<file path="config.mk">
export PLATFORM = sky130hd
export DESIGN_NAME = alarm_clock_setting_controller
export DESIGN_NICKNAME = d
export VERILOG_FILES = /design/src/sv/acs_pkg.sv /design/src/sv/alarm_clock_setting_controller.sv /design/src/sv/acs_core.sv
export SDC_FILE = /design/constraint.sdc
export NUM_CORES = 1
export LEC_CHECK = 0
export BUFFER_PORTS_ARGS = -buffer_cell sky130_fd_sc_hd__buf_2
export CAP_MARGIN = 25
export CORE_MARGIN = 1.5
export CORE_UTILIZATION = 50
export DETAILED_ROUTE_END_ITERATION = 7
export GPL_TIMING_DRIVEN = 1
export PLACE_DENSITY = 0.72
export SYNTH_ARGS = -nofsm -noshare
export SYNTH_HDL_FRONTEND = slang
export SYNTH_SLANG_ARGS = --single-unit
</file>
<file path="constraint.sdc">
create_clock -name aclk -period 4.4 [get_ports aclk]
set_input_delay 0.88 -clock aclk [delete_from_list [all_inputs] [get_ports aclk]]
set_output_delay 0.88 -clock aclk [all_outputs]
set_load 0.02 [all_outputs]
</file>
<file path="src/sv/acs_pkg.sv">
// ----------------------------------------------------------------------------
// acs_pkg
// shared types, codes and helper functions of the alarm clock setting block
// ----------------------------------------------------------------------------
package acs_pkg;

    typedef enum logic [2:0] {
        KIND_SAMPLE       = 3'd0,
        KIND_VIEW_TOGGLE  = 3'd1,
        KIND_SET_TOGGLE   = 3'd2,
        KIND_CURSOR_LEFT  = 3'd3,
        KIND_CURSOR_RIGHT = 3'd4,
        KIND_DECREMENT    = 3'd5,
        KIND_INCREMENT    = 3'd6
    } kind_t;

    localparam logic [1:0] VIEW_CLOCK = 2'd0;
    localparam logic [1:0] VIEW_ALARM = 2'd1;
    localparam logic [1:0] VIEW_SET   = 2'd2;

    localparam logic [4:0] VOICE_ALARM = 5'd25;

    localparam logic [4:0] ALARM_HOUR_RESET   = 5'd15;
    localparam logic [5:0] ALARM_MINUTE_RESET = 6'd13;
    localparam logic [5:0] ALARM_SECOND_RESET = 6'd13;

    localparam logic [6:0] TOP_HOUR    = 7'd23;
    localparam logic [6:0] TOP_MINSEC  = 7'd59;
    localparam logic [6:0] TOP_YEAR    = 7'd99;
    localparam logic [6:0] TOP_MONTH   = 7'd12;
    localparam logic [6:0] TOP_DAY     = 7'd31;
    localparam logic [6:0] TOP_WEEKDAY = 7'd7;
    localparam logic [6:0] BOT_WEEKDAY = 7'd1;
    localparam logic [2:0] TOP_CURSOR_ALARM = 3'd3;
    localparam logic [2:0] TOP_CURSOR_SET   = 3'd7;

    localparam int IN_DATA_W  = 48;
    localparam int OUT_DATA_W = 56;

    typedef struct packed {
        logic [2:0] kind;
        logic [6:0] rtc_second;
        logic [6:0] rtc_minute;
        logic [5:0] rtc_hour;
        logic [5:0] rtc_day;
        logic [4:0] rtc_month;
        logic [2:0] rtc_weekday;
        logic [7:0] rtc_year;
    } in_item_t;

    typedef struct packed {
        logic       voice_valid;
        logic [4:0] voice_code;
        logic       rtc_write;
        logic [6:0] out_second;
        logic [6:0] out_minute;
        logic [5:0] out_hour;
        logic [5:0] out_day;
        logic [4:0] out_month;
        logic [2:0] out_weekday;
        logic [7:0] out_year;
        logic [1:0] view_mode;
        logic [2:0] cursor;
    } result_t;

    // high nibble times ten plus low nibble
    function automatic logic [7:0] bcd_in(input logic [7:0] v);
        logic [7:0] hi;
        logic [7:0] lo;
        hi = {4'b0, v[7:4]};
        lo = {4'b0, v[3:0]};
        return hi * 8'd10 + lo;
    endfunction

    // divide by ten through reciprocal multiply, exact for values below 128
    function automatic logic [7:0] bcd_out(input logic [6:0] v);
        logic [17:0] prod;
        logic [6:0]  q;
        logic [6:0]  r;
        prod = {11'b0, v} * 18'd205;
        q    = prod[17:11];
        r    = v - q * 7'd10;
        return {q[3:0], r[3:0]};
    endfunction

    // step with wrap between bottom and top
    function automatic logic [6:0] step_val(input logic [6:0] v, input logic [6:0] bottom,
                                            input logic [6:0] top, input logic up);
        logic [6:0] res;
        if (up) begin
            res = (v >= top) ? bottom : v + 7'd1;
        end else begin
            res = (v <= bottom) ? top : v - 7'd1;
        end
        return res;
    endfunction

endpackage

</file>
<file path="src/sv/alarm_clock_setting_controller.sv">
// ----------------------------------------------------------------------------
// alarm_clock_setting_controller
// key and clock-sample driven alarm clock setting controller, stream top level
// ----------------------------------------------------------------------------
// path: an accepted item waits in the input register and moves into the result
//   register when that slot is free or drains; a stalled sink holds it there
// throughput: one item per cycle while the sink is ready, set by the single update
//   pass through acs_core between the input register and the result register
// reset: synchronous active-low aresetn empties both registers and returns the
//   view, cursor, held time, alarm time and chime counter to their reset values
module alarm_clock_setting_controller (
    input  logic                            aclk,
    input  logic                            aresetn,
    input  logic                            s_tvalid,
    output logic                            s_tready,
    // second[6:0] minute[13:7] hour[19:14] day[25:20] month[30:26]
    // weekday[33:31] year[41:34], zero pad to 48
    input  logic [acs_pkg::IN_DATA_W-1:0]   s_tdata,
    // kind[2:0]
    input  logic [2:0]                      s_tuser,
    output logic                            m_tvalid,
    input  logic                            m_tready,
    // voice_code[4:0] out_second[11:5] out_minute[18:12] out_hour[24:19]
    // out_day[30:25] out_month[35:31] out_weekday[38:36] out_year[46:39]
    // view_mode[48:47] cursor[51:49], zero pad to 56
    output logic [acs_pkg::OUT_DATA_W-1:0]  m_tdata,
    // voice_valid[0] rtc_write[1]
    output logic [1:0]                      m_tuser
);
    import acs_pkg::*;

    in_item_t item_reg;
    logic     item_valid_reg;
    result_t  res_reg;
    logic     res_valid_reg;
    result_t  res_next;
    in_item_t item_next;
    logic     advance;

    // input item moves into the result register when that slot is free or drains
    assign advance  = item_valid_reg && (!res_valid_reg || m_tready);
    assign s_tready = !item_valid_reg || advance;

    always_comb begin
        item_next.kind        = s_tuser;
        item_next.rtc_second  = s_tdata[6:0];
        item_next.rtc_minute  = s_tdata[13:7];
        item_next.rtc_hour    = s_tdata[19:14];
        item_next.rtc_day     = s_tdata[25:20];
        item_next.rtc_month   = s_tdata[30:26];
        item_next.rtc_weekday = s_tdata[33:31];
        item_next.rtc_year    = s_tdata[41:34];
    end

    acs_core u_core (
        .aclk    (aclk),
        .aresetn (aresetn),
        .advance (advance),
        .item    (item_reg),
        .result  (res_next)
    );

    // input register
    always_ff @(posedge aclk) begin
        if (!aresetn) begin
            item_valid_reg <= 1'b0;
        end else if (s_tready) begin
            item_valid_reg <= s_tvalid;
        end
    end

    always_ff @(posedge aclk) begin
        if (s_tready && s_tvalid) begin
            item_reg <= item_next;
        end
    end

    // result register
    always_ff @(posedge aclk) begin
        if (!aresetn) begin
            res_valid_reg <= 1'b0;
        end else if (advance) begin
            res_valid_reg <= 1'b1;
        end else if (m_tready) begin
            res_valid_reg <= 1'b0;
        end
    end

    always_ff @(posedge aclk) begin
        if (advance) begin
            res_reg <= res_next;
        end
    end

    assign m_tvalid = res_valid_reg;
    assign m_tuser  = {res_reg.rtc_write, res_reg.voice_valid};
    assign m_tdata  = {4'b0, res_reg.cursor, res_reg.view_mode, res_reg.out_year,
                       res_reg.out_weekday, res_reg.out_month, res_reg.out_day,
                       res_reg.out_hour, res_reg.out_minute, res_reg.out_second,
                       res_reg.voice_code};

endmodule

</file>
<file path="src/sv/acs_core.sv">
// ----------------------------------------------------------------------------
// acs_core
// view, cursor, held time and alarm state with the per-item update logic
// ----------------------------------------------------------------------------
module acs_core (
    input  logic              aclk,
    input  logic              aresetn,
    input  logic              advance,
    input  acs_pkg::in_item_t item,
    output acs_pkg::result_t  result
);
    import acs_pkg::*;

    logic       alarm_view_reg, alarm_view_next;
    logic       time_setting_reg, time_setting_next;
    logic [2:0] field_cursor_reg, field_cursor_next;
    logic [4:0] held_hour_reg, held_hour_next;
    logic [5:0] held_minute_reg, held_minute_next;
    logic [5:0] held_second_reg, held_second_next;
    logic [4:0] held_day_reg, held_day_next;
    logic [3:0] held_month_reg, held_month_next;
    logic [2:0] held_weekday_reg, held_weekday_next;
    logic [6:0] held_year_reg, held_year_next;
    logic [4:0] alarm_hour_reg, alarm_hour_next;
    logic [5:0] alarm_minute_reg, alarm_minute_next;
    logic [5:0] alarm_second_reg, alarm_second_next;
    logic [1:0] chime_count_reg, chime_count_next;

    logic [7:0] dec_second, dec_minute, dec_hour, dec_day, dec_month, dec_weekday, dec_year;
    logic [7:0] enc_second, enc_minute, enc_hour, enc_day, enc_month, enc_year;
    logic [6:0] step_in, step_bot, step_top, step_res;
    logic [6:0] cur_res;
    logic       up;
    logic       in_setting;

    assign dec_second  = bcd_in({1'b0, item.rtc_second});
    assign dec_minute  = bcd_in({1'b0, item.rtc_minute});
    assign dec_hour    = bcd_in({2'b0, item.rtc_hour});
    assign dec_day     = bcd_in({2'b0, item.rtc_day});
    assign dec_month   = bcd_in({3'b0, item.rtc_month});
    assign dec_weekday = bcd_in({5'b0, item.rtc_weekday});
    assign dec_year    = bcd_in(item.rtc_year);

    assign enc_second = bcd_out({1'b0, held_second_reg});
    assign enc_minute = bcd_out({1'b0, held_minute_reg});
    assign enc_hour   = bcd_out({2'b0, held_hour_reg});
    assign enc_day    = bcd_out({2'b0, held_day_reg});
    assign enc_month  = bcd_out({3'b0, held_month_reg});
    assign enc_year   = bcd_out(held_year_reg);

    assign up         = (item.kind == KIND_INCREMENT);
    assign in_setting = alarm_view_reg || time_setting_reg;

    // operand select for the shared field stepper
    always_comb begin
        step_in  = 7'd0;
        step_bot = 7'd0;
        step_top = 7'd0;
        if (alarm_view_reg) begin
            unique case (field_cursor_reg)
                3'd1: begin step_in = {2'b0, alarm_hour_reg};   step_top = TOP_HOUR;   end
                3'd2: begin step_in = {1'b0, alarm_minute_reg}; step_top = TOP_MINSEC; end
                3'd3: begin step_in = {1'b0, alarm_second_reg}; step_top = TOP_MINSEC; end
                default: ;
            endcase
        end else begin
            unique case (field_cursor_reg)
                3'd1: begin step_in = held_year_reg;            step_top = TOP_YEAR;   end
                3'd2: begin step_in = {3'b0, held_month_reg};   step_top = TOP_MONTH;  end
                3'd3: begin step_in = {2'b0, held_day_reg};     step_top = TOP_DAY;    end
                3'd4: begin
                    step_in  = {4'b0, held_weekday_reg};
                    step_bot = BOT_WEEKDAY;
                    step_top = TOP_WEEKDAY;
                end
                3'd5: begin step_in = {2'b0, held_hour_reg};    step_top = TOP_HOUR;   end
                3'd6: begin step_in = {1'b0, held_minute_reg};  step_top = TOP_MINSEC; end
                3'd7: begin step_in = {1'b0, held_second_reg};  step_top = TOP_MINSEC; end
                default: ;
            endcase
        end
    end

    assign step_res = step_val(step_in, step_bot, step_top, up);
    assign cur_res  = step_val({4'b0, field_cursor_reg}, 7'd0,
                               {4'b0, alarm_view_reg ? TOP_CURSOR_ALARM : TOP_CURSOR_SET},
                               item.kind == KIND_CURSOR_RIGHT);

    always_comb begin
        alarm_view_next   = alarm_view_reg;
        time_setting_next = time_setting_reg;
        field_cursor_next = field_cursor_reg;
        held_hour_next    = held_hour_reg;
        held_minute_next  = held_minute_reg;
        held_second_next  = held_second_reg;
        held_day_next     = held_day_reg;
        held_month_next   = held_month_reg;
        held_weekday_next = held_weekday_reg;
        held_year_next    = held_year_reg;
        alarm_hour_next   = alarm_hour_reg;
        alarm_minute_next = alarm_minute_reg;
        alarm_second_next = alarm_second_reg;
        chime_count_next  = chime_count_reg;
        result            = '0;

        unique case (item.kind)
            KIND_SAMPLE: begin
                if (!in_setting) begin
                    held_second_next  = dec_second[5:0];
                    held_minute_next  = dec_minute[5:0];
                    held_hour_next    = dec_hour[4:0];
                    held_day_next     = dec_day[4:0];
                    held_month_next   = dec_month[3:0];
                    held_weekday_next = dec_weekday[2:0];
                    held_year_next    = dec_year[6:0];
                    if (dec_minute[5:0] == 6'd0 && dec_second[5:0] == 6'd0) begin
                        chime_count_next = (chime_count_reg == 2'd2) ? 2'd2
                                         : chime_count_reg + 2'd1;
                    end else begin
                        chime_count_next = 2'd0;
                    end
                    // alarm wins over the chime
                    if (dec_hour[4:0] == alarm_hour_reg && dec_minute[5:0] == alarm_minute_reg
                        && dec_second[5:0] == alarm_second_reg) begin
                        chime_count_next   = 2'd0;
                        result.voice_valid = 1'b1;
                        result.voice_code  = VOICE_ALARM;
                    end else if (chime_count_next == 2'd1) begin
                        result.voice_valid = 1'b1;
                        result.voice_code  = dec_hour[4:0];
                    end
                end
            end
            KIND_VIEW_TOGGLE: begin
                if (!time_setting_reg) begin
                    alarm_view_next   = !alarm_view_reg;
                    field_cursor_next = 3'd0;
                end
            end
            KIND_SET_TOGGLE: begin
                if (!alarm_view_reg) begin
                    if (time_setting_reg) begin
                        result.rtc_write   = 1'b1;
                        result.out_second  = enc_second[6:0];
                        result.out_minute  = enc_minute[6:0];
                        result.out_hour    = enc_hour[5:0];
                        result.out_day     = enc_day[5:0];
                        result.out_month   = enc_month[4:0];
                        result.out_weekday = held_weekday_reg;
                        result.out_year    = enc_year;
                    end
                    time_setting_next = !time_setting_reg;
                    field_cursor_next = 3'd0;
                end
            end
            KIND_CURSOR_LEFT, KIND_CURSOR_RIGHT: begin
                if (in_setting) begin
                    field_cursor_next = cur_res[2:0];
                end
            end
            KIND_DECREMENT, KIND_INCREMENT: begin
                if (alarm_view_reg) begin
                    unique case (field_cursor_reg)
                        3'd1: alarm_hour_next   = step_res[4:0];
                        3'd2: alarm_minute_next = step_res[5:0];
                        3'd3: alarm_second_next = step_res[5:0];
                        default: ;
                    endcase
                end else if (time_setting_reg) begin
                    unique case (field_cursor_reg)
                        3'd1: held_year_next    = step_res;
                        3'd2: held_month_next   = step_res[3:0];
                        3'd3: held_day_next     = step_res[4:0];
                        3'd4: held_weekday_next = step_res[2:0];
                        3'd5: held_hour_next    = step_res[4:0];
                        3'd6: held_minute_next  = step_res[5:0];
                        3'd7: held_second_next  = step_res[5:0];
                        default: ;
                    endcase
                end
            end
            default: ;
        endcase

        result.view_mode = time_setting_next ? VIEW_SET
                         : (alarm_view_next ? VIEW_ALARM : VIEW_CLOCK);
        result.cursor    = field_cursor_next;
    end

    always_ff @(posedge aclk) begin
        if (!aresetn) begin
            alarm_view_reg   <= 1'b0;
            time_setting_reg <= 1'b0;
            field_cursor_reg <= 3'd0;
            held_hour_reg    <= '0;
            held_minute_reg  <= '0;
            held_second_reg  <= '0;
            held_day_reg     <= '0;
            held_month_reg   <= '0;
            held_weekday_reg <= '0;
            held_year_reg    <= '0;
            alarm_hour_reg   <= ALARM_HOUR_RESET;
            alarm_minute_reg <= ALARM_MINUTE_RESET;
            alarm_second_reg <= ALARM_SECOND_RESET;
            chime_count_reg  <= 2'd0;
        end else if (advance) begin
            alarm_view_reg   <= alarm_view_next;
            time_setting_reg <= time_setting_next;
            field_cursor_reg <= field_cursor_next;
            held_hour_reg    <= held_hour_next;
            held_minute_reg  <= held_minute_next;
            held_second_reg  <= held_second_next;
            held_day_reg     <= held_day_next;
            held_month_reg   <= held_month_next;
            held_weekday_reg <= held_weekday_next;
            held_year_reg    <= held_year_next;
            alarm_hour_reg   <= alarm_hour_next;
            alarm_minute_reg <= alarm_minute_next;
            alarm_second_reg <= alarm_second_next;
            chime_count_reg  <= chime_count_next;
        end
    end

endmodule

</file>
# [Yosys cells after proc, flatten, opt, wreduce, memory -nomap -nowiden]
# Cells that the tools add are included.
[word_totals] register_bits=161 inputBits=55 elab_cells=214 out_inout_bits=60
[op_classes] bitwise=5 mux=69 n_reduce_logical=36 magnitude_cmp=4 n_mul=18 n_eq_ne=28 add_sub_neg=17
[ops] operator="$mux W7" n=10
[ops] operator="$mux W6" n=10
[ops] operator="$pmux W7 S7" n=1
[ops] operator="$mux W43" n=1
[ops] operator="$pmux W7 S6" n=1
[ops] operator="$reduce_and A6 Y1" n=7
[ops] operator="$mux W5" n=8
[ops] operator="$pmux W6 S2" n=3
[ops] operator="$mux W3" n=11
[ops] operator="$mul A6 B8 Y14 const B" n=2
[ops] operator="$mul A5 B8 Y13 const B" n=2
[ops] operator="$sub A4 B4 Y4" n=6
[ops] operator="$eq A3 B3 Y1 const B" n=7
[ops] operator="$pmux W5 S2" n=2
[ops] operator="$pmux W6 S3" n=1
[ops] operator="$mux W4" n=4
[ops] operator="$ne A2 B1 Y1 const B" n=8
[ops] operator="$mul A7 B8 Y15 const B" n=1
[ops] operator="$pmux W7 S2" n=1
[ops] operator="$add A6 B4 Y6" n=2
[ops] operator="$eq A3 B2 Y1 const B" n=4
[ops] operator="$eq A6 B6 Y1" n=2
[ops] operator="$logic_not A6 Y1" n=2
[ops] operator="$mul A4 B8 Y12 const B" n=1
[ops] operator="40 further kinds" n=80

# [Depth between registers and ports, before layout]
[depth] depth_word=11 ltp_mapped=19 ltp_nobuf=19

# [By module]
# From an unflattened synthesis, not the netlist that was laid out.
[unflattened] hier_cells=1175 hier_area_um2=11999.0
[modules_own_cells] module="acs_core" n_inst=1 seq_area_each_um2=1201.2 area_per_inst_um2=8888.5 cells_each=1062
[modules_own_cells] module="alarm_clock_setting_controller" n_inst=1 seq_area_each_um2=3012.9 area_per_inst_um2=3110.5 cells_each=113

# [Worst setup path before layout]
# OpenSTA, ideal clock, no wires.
[synth_path] kind="reg2reg" from="register u_core.held_year_reg[4]" to="register res_reg, in the netlist m_tdata[42], data pin" setup_time_ps=266 path_stages_with_launch=20 n_path_buf=0 required_ps=4134 synth_period_minus_slack_ps=4643 arrival_time_ps=4377 slack_ps=-243 path_cell_list="dfxtp_1 ha_1 fa_1 ha_1 inv_1 fa_1 inv_1 ha_1 a21oi_1 o21ai_0 a2111oi_0 nor2_1 xor2_1 ha_1 inv_1 fa_1 xnor2_1 xnor2_1 xnor2_1 nor2_1"
[synth_between] elab_chain_len=3
[synth_rtl] item="start: declaration" line="acs_core.sv:23" text="logic [6:0] held_year_reg, held_year_next;"
[synth_rtl] item="start signal: assignment" line="acs_core.sv:216" text="held_year_reg <= held_year_next;"
[synth_rtl] item="$mul A7 B8 Y15" line="acs_pkg.sv:80" text="prod = {11'b0, v} * 18'd205;"
[synth_rtl] item="net u_core.enc_year[4]" line="acs_core.sv:30" text="logic [7:0] enc_second, enc_minute, enc_hour, enc_day, enc_month, enc_year;"
[synth_rtl] item="$mul A4 B3 Y3" line="acs_pkg.sv:82" text="r = v - q * 7'd10;"
[synth_rtl] item="$sub A4 B4 Y4" line="acs_pkg.sv:82"
[synth_rtl] item="end signal: assignment" line="alarm_clock_setting_controller.sv:91" text="res_reg <= res_next;"
[synth_rtl] item="end: declaration" line="alarm_clock_setting_controller.sv:34" text="result_t res_reg;"
# The timed path passes the listed nets, and every way through them passes these cells.
# A chain may end at the register's enable or synchronous reset.

# [Worst setup path after layout]
[layout_path] from="register u_core.held_year_reg[4]" to="register res_reg, in the netlist m_tdata[42], data pin"
[layout_between] elab_chain_len=3
[layout_rtl] item="$mul A7 B8 Y15" line="acs_pkg.sv:80"
[layout_rtl] item="$mul A4 B3 Y3" line="acs_pkg.sv:82"
[layout_rtl] item="$sub A4 B4 Y4" line="acs_pkg.sv:82"
# No other way between the ends.

==> impl_metrics.toml <==
[status]
outcome = "finished with violations"
violations = "negative setup slack"

[place]
dp_cells = 1631
dp_slack_ps = -286
placed_cell_area_mm2 = 0.0133
place_hpwl_um = 23300
gp_congestion = 0.976
io_buffers = 104

[run]
cap_violations = 0

[clocking]
cts_root_buf = "clkbuf_16"
numCtsBuffers = 17
ctsHoldBuffers = 0
htreeDepth = 4
cts.sinks = 161
clock_tree.buffer_depth = 2
clock_latency_ps = 440
cts_tree = "done"
cts.reportedPaths.clkPinSlew_ps = 70

[worst_setup_path]
critPathMaxFanout = 4
cp.arrival_ps = 4600
cp.buffers_inverters = 3
worstSetupEndpointType = "flop"
cpLargestDelayFamily = "adder cells"
worstSetupStartpointType = "flop"
cp_cell_sequence = "ha_4 > fa_1 > ha_1 > inv_2 > fa_1 > inv_2 > ha_4 > a21oi_2 > o21ai_2 > a2111oi_4 > nor2_2 > buf_4 > a21oi_4 > xor2_2 > fa_2 > xnor2_2 > xnor2_1 > xnor2_1 > nor2_1"
cpMaxStageDelayCell = "fa_1"
ff2ff_setup_slack_ps = -30
required_ps = 4570
critical_path_class = "reg2reg"
cpPeakStageDelay_ps = 510

[synth]
synth_edf_count = 99
muxShareOfSynthArea = 0.00717
ys_seq_area_frac = 0.355
synth_area_mm2 = 0.0119
ys_ff_latch = 161
synth-compound-area-share = 0.137
synthCells = 1168
synth_xor_area_frac = 0.0604
ys_warn_count = 0
synth-adder-area-share = 0.263
yosys.area_share.simple = 0.121
async_reset_ff_frac = 0
yosys_most_used_dff = "edfxtp_1"
synth_top_family_by_area = "adder cells"
avgSynthCellArea_um2 = 10.2
yosysUniqueCellTypes = 75

[power]
p_per_area_mw_per_mm2 = 264
p_int_mw = 2.68
pwr-share-clk = 0.391
combPwrFrac = 0.156
p_leak_nw = 6.78
switching_share = 0.281
p_total_mw = 3.72
switching_power_mw = 1.05
ir_drop_mv = 0.235
seq_power_share = 0.452

[global_routing]
grt_pass1_vias = 9118
grt_max_degree = 64
antenna_found_initial = 0
grt_pass1_wl_um = 47600
grtUsageTotal = 0.253
grt-ovfl-total = 0

[min_path]
min-delay-path-class = "reg2reg"

[cells_and_area]
fin_nets = 1619
diodes = 0
largest_reg_flops = 52
final_util = 0.602
area_delta_synth_final_pct = 18.9
final_area_mm2 = 0.0141
nFillCells = 2011
stdcell_count = 1668
drive_gt1_frac = 0.219

[floorplanning]
die_y_um = 157
rows = 56
start_util = 0.507
die_x_um = 157
fp.coreArea_mm2 = 0.0234
io_pins = 115
die_area_mm2 = 0.0247

[sta]
rsz0062_at_grt = "yes"
worst_slack_ps = -31.6
finalSetupTns_ps = -31.6
drv_slew = 0
post-route-period-util = 1.01
period_needed_ps = 4430
finalHoldViolCount = 0
worstMarginPinSlew_ps = 833
whs_ps = 463
max_slew_margin = 0.445
worst_clock_skew_ps = 11.3
setup_violations = 1
fmaxAchievable_ghz = 0.226

[routing]
firstDrtPassIters = 6
viasPerCell = 5.64
wl_per_cell_um = 18.1
remaining_drc_errors = 0
drt_iter0_markers = 876
routed_wl_um = 30100
antenna_left = 0
vias = 9415
[timing repair]
| item | in CTS | in global routing |
|---|---|---|
| resized for setup | 12 | 21 |
| pin swaps | 14 | 11 |
| endpoints found under the setup margin | 2 | 28 |
| buffers inserted | 3 | 1 |
[cell usage in the layout (no fill, tap or decap), types with 33 or more instances in the layout]
master,n
nor2_1,76
fa_1,34
o21ai_0,33
inv_1,121
buf_2,104
xnor2_1,45
a21oi_1,49
edfxtp_1,99
ha_1,186
nand2_1,79
dfxtp_1,57
buf_4,82
[area by class of cell]
| cell class | instances | area [um^2] | area share |
|---|---|---|---|
| clock inverter | 14 | 130 | 0.00923 |
| tap | 319 | 399 | 0.0283 |
| clock buffer | 18 | 429 | 0.0304 |
| sequential | 161 | 4230 | 0.300 |
| multi-input combinational | 840 | 7220 | 0.512 |
| inverter | 126 | 473 | 0.0336 |
| timing repair buffer | 190 | 1220 | 0.0863 |
[worst paths after layout]
kind                                                from                                      to  cells past startpoint
setup / recovery    u_core.held_year_reg[4]$_SDFFE_PN0P_               m_tdata[42]$_SDFFCE_PP0P_                     19
hold / removal    u_core.chime_count_reg[1]$_SDFFE_PN0P_  u_core.chime_count_reg[1]$_SDFFE_PN0P_                      2
setup reg to reg    u_core.held_year_reg[4]$_SDFFE_PN0P_               m_tdata[42]$_SDFFCE_PP0P_                     19
hold reg to reg   u_core.chime_count_reg[1]$_SDFFE_PN0P_  u_core.chime_count_reg[1]$_SDFFE_PN0P_                      2
[Yosys cell counts (3+ instances only)]
master,n,area (um^2)
nor2_1,77,289
xnor3_1,3,67.6
nand4_1,14,87.6
or3_1,4,25.0
buf_4,4,30.0
clkbuf_1,32,120
nand2b_1,7,43.8
nand3_1,26,130
and3_1,4,25.0
edfxtp_1,99,2970
a21o_1,10,75.1
inv_1,126,473
o221ai_1,11,96.3
nor2b_1,9,56.3
a31oi_1,26,163
mux2_2,3,33.8
nand3b_1,4,30.0
o22a_1,3,26.3
o22ai_1,9,56.3
or2_2,13,81.3
xnor2_1,49,429
o21ai_0,34,170
o32ai_1,9,78.8
a222oi_1,7,70.1
o2111ai_1,3,26.3
and2_1,19,119
nor3_1,13,65.1
fa_1,35,701
xor2_1,25,219
dfxtp_1,62,1240
a22oi_1,6,45.0
a211oi_1,5,37.5
mux2i_1,4,40.0
buf_2,6,30.0
o21a_1,5,37.5
a21oi_1,54,270
nand2_1,79,297
o211ai_1,17,128
ha_1,193,2410
nor4_1,5,31.3
or4_1,4,30.0
a41o_1,3,30.0
[worst reg2reg max path, cell delays in order, from the launching register on]
cell       delay [ps]
dfxtp_4           370
ha_4              280
fa_1              420
ha_1              300
inv_2              40
fa_1              510
inv_2              50
ha_4              210
a21oi_2           140
o21ai_2            90
a2111oi_4         350
nor2_2            100
buf_4             160
a21oi_4           160
xor2_2            110
fa_2              380
xnor2_2           140
xnor2_1           180
xnor2_1           130
nor2_1             60
[per-layer routing]
layer,vias up,wire length [um],global-route usage
met4,0,1070,0.100
li1,4534,-,-
met5,-,0,0
met3,81,2210,0.0545
met1,4404,12900,0.328
met2,396,13900,0.413
[power by group through the flow]
stage / logic, mW / registers, mW / clock network [mW]
2_1_floorplan: 0.335 / 1.74 / 0
3_3_place_gp: 0.552 / 1.72 / 0
3_5_place_dp: 0.563 / 1.72 / 0
4_1_cts: 0.570 / 1.69 / 1.47
5_1_grt: 0.639 / 1.69 / 1.52
6_report: 0.582 / 1.68 / 1.46
[cells by family after synthesis]
group	after synthesis
AOI/OAI and AO/OA	232
and+or+nand+nor	291
muxes	8
DFF	161
adders and majority gates	228
xor gates and xnor gates	77
other	1
buffers and inverters	170
(Power assumes the default switching activity.)
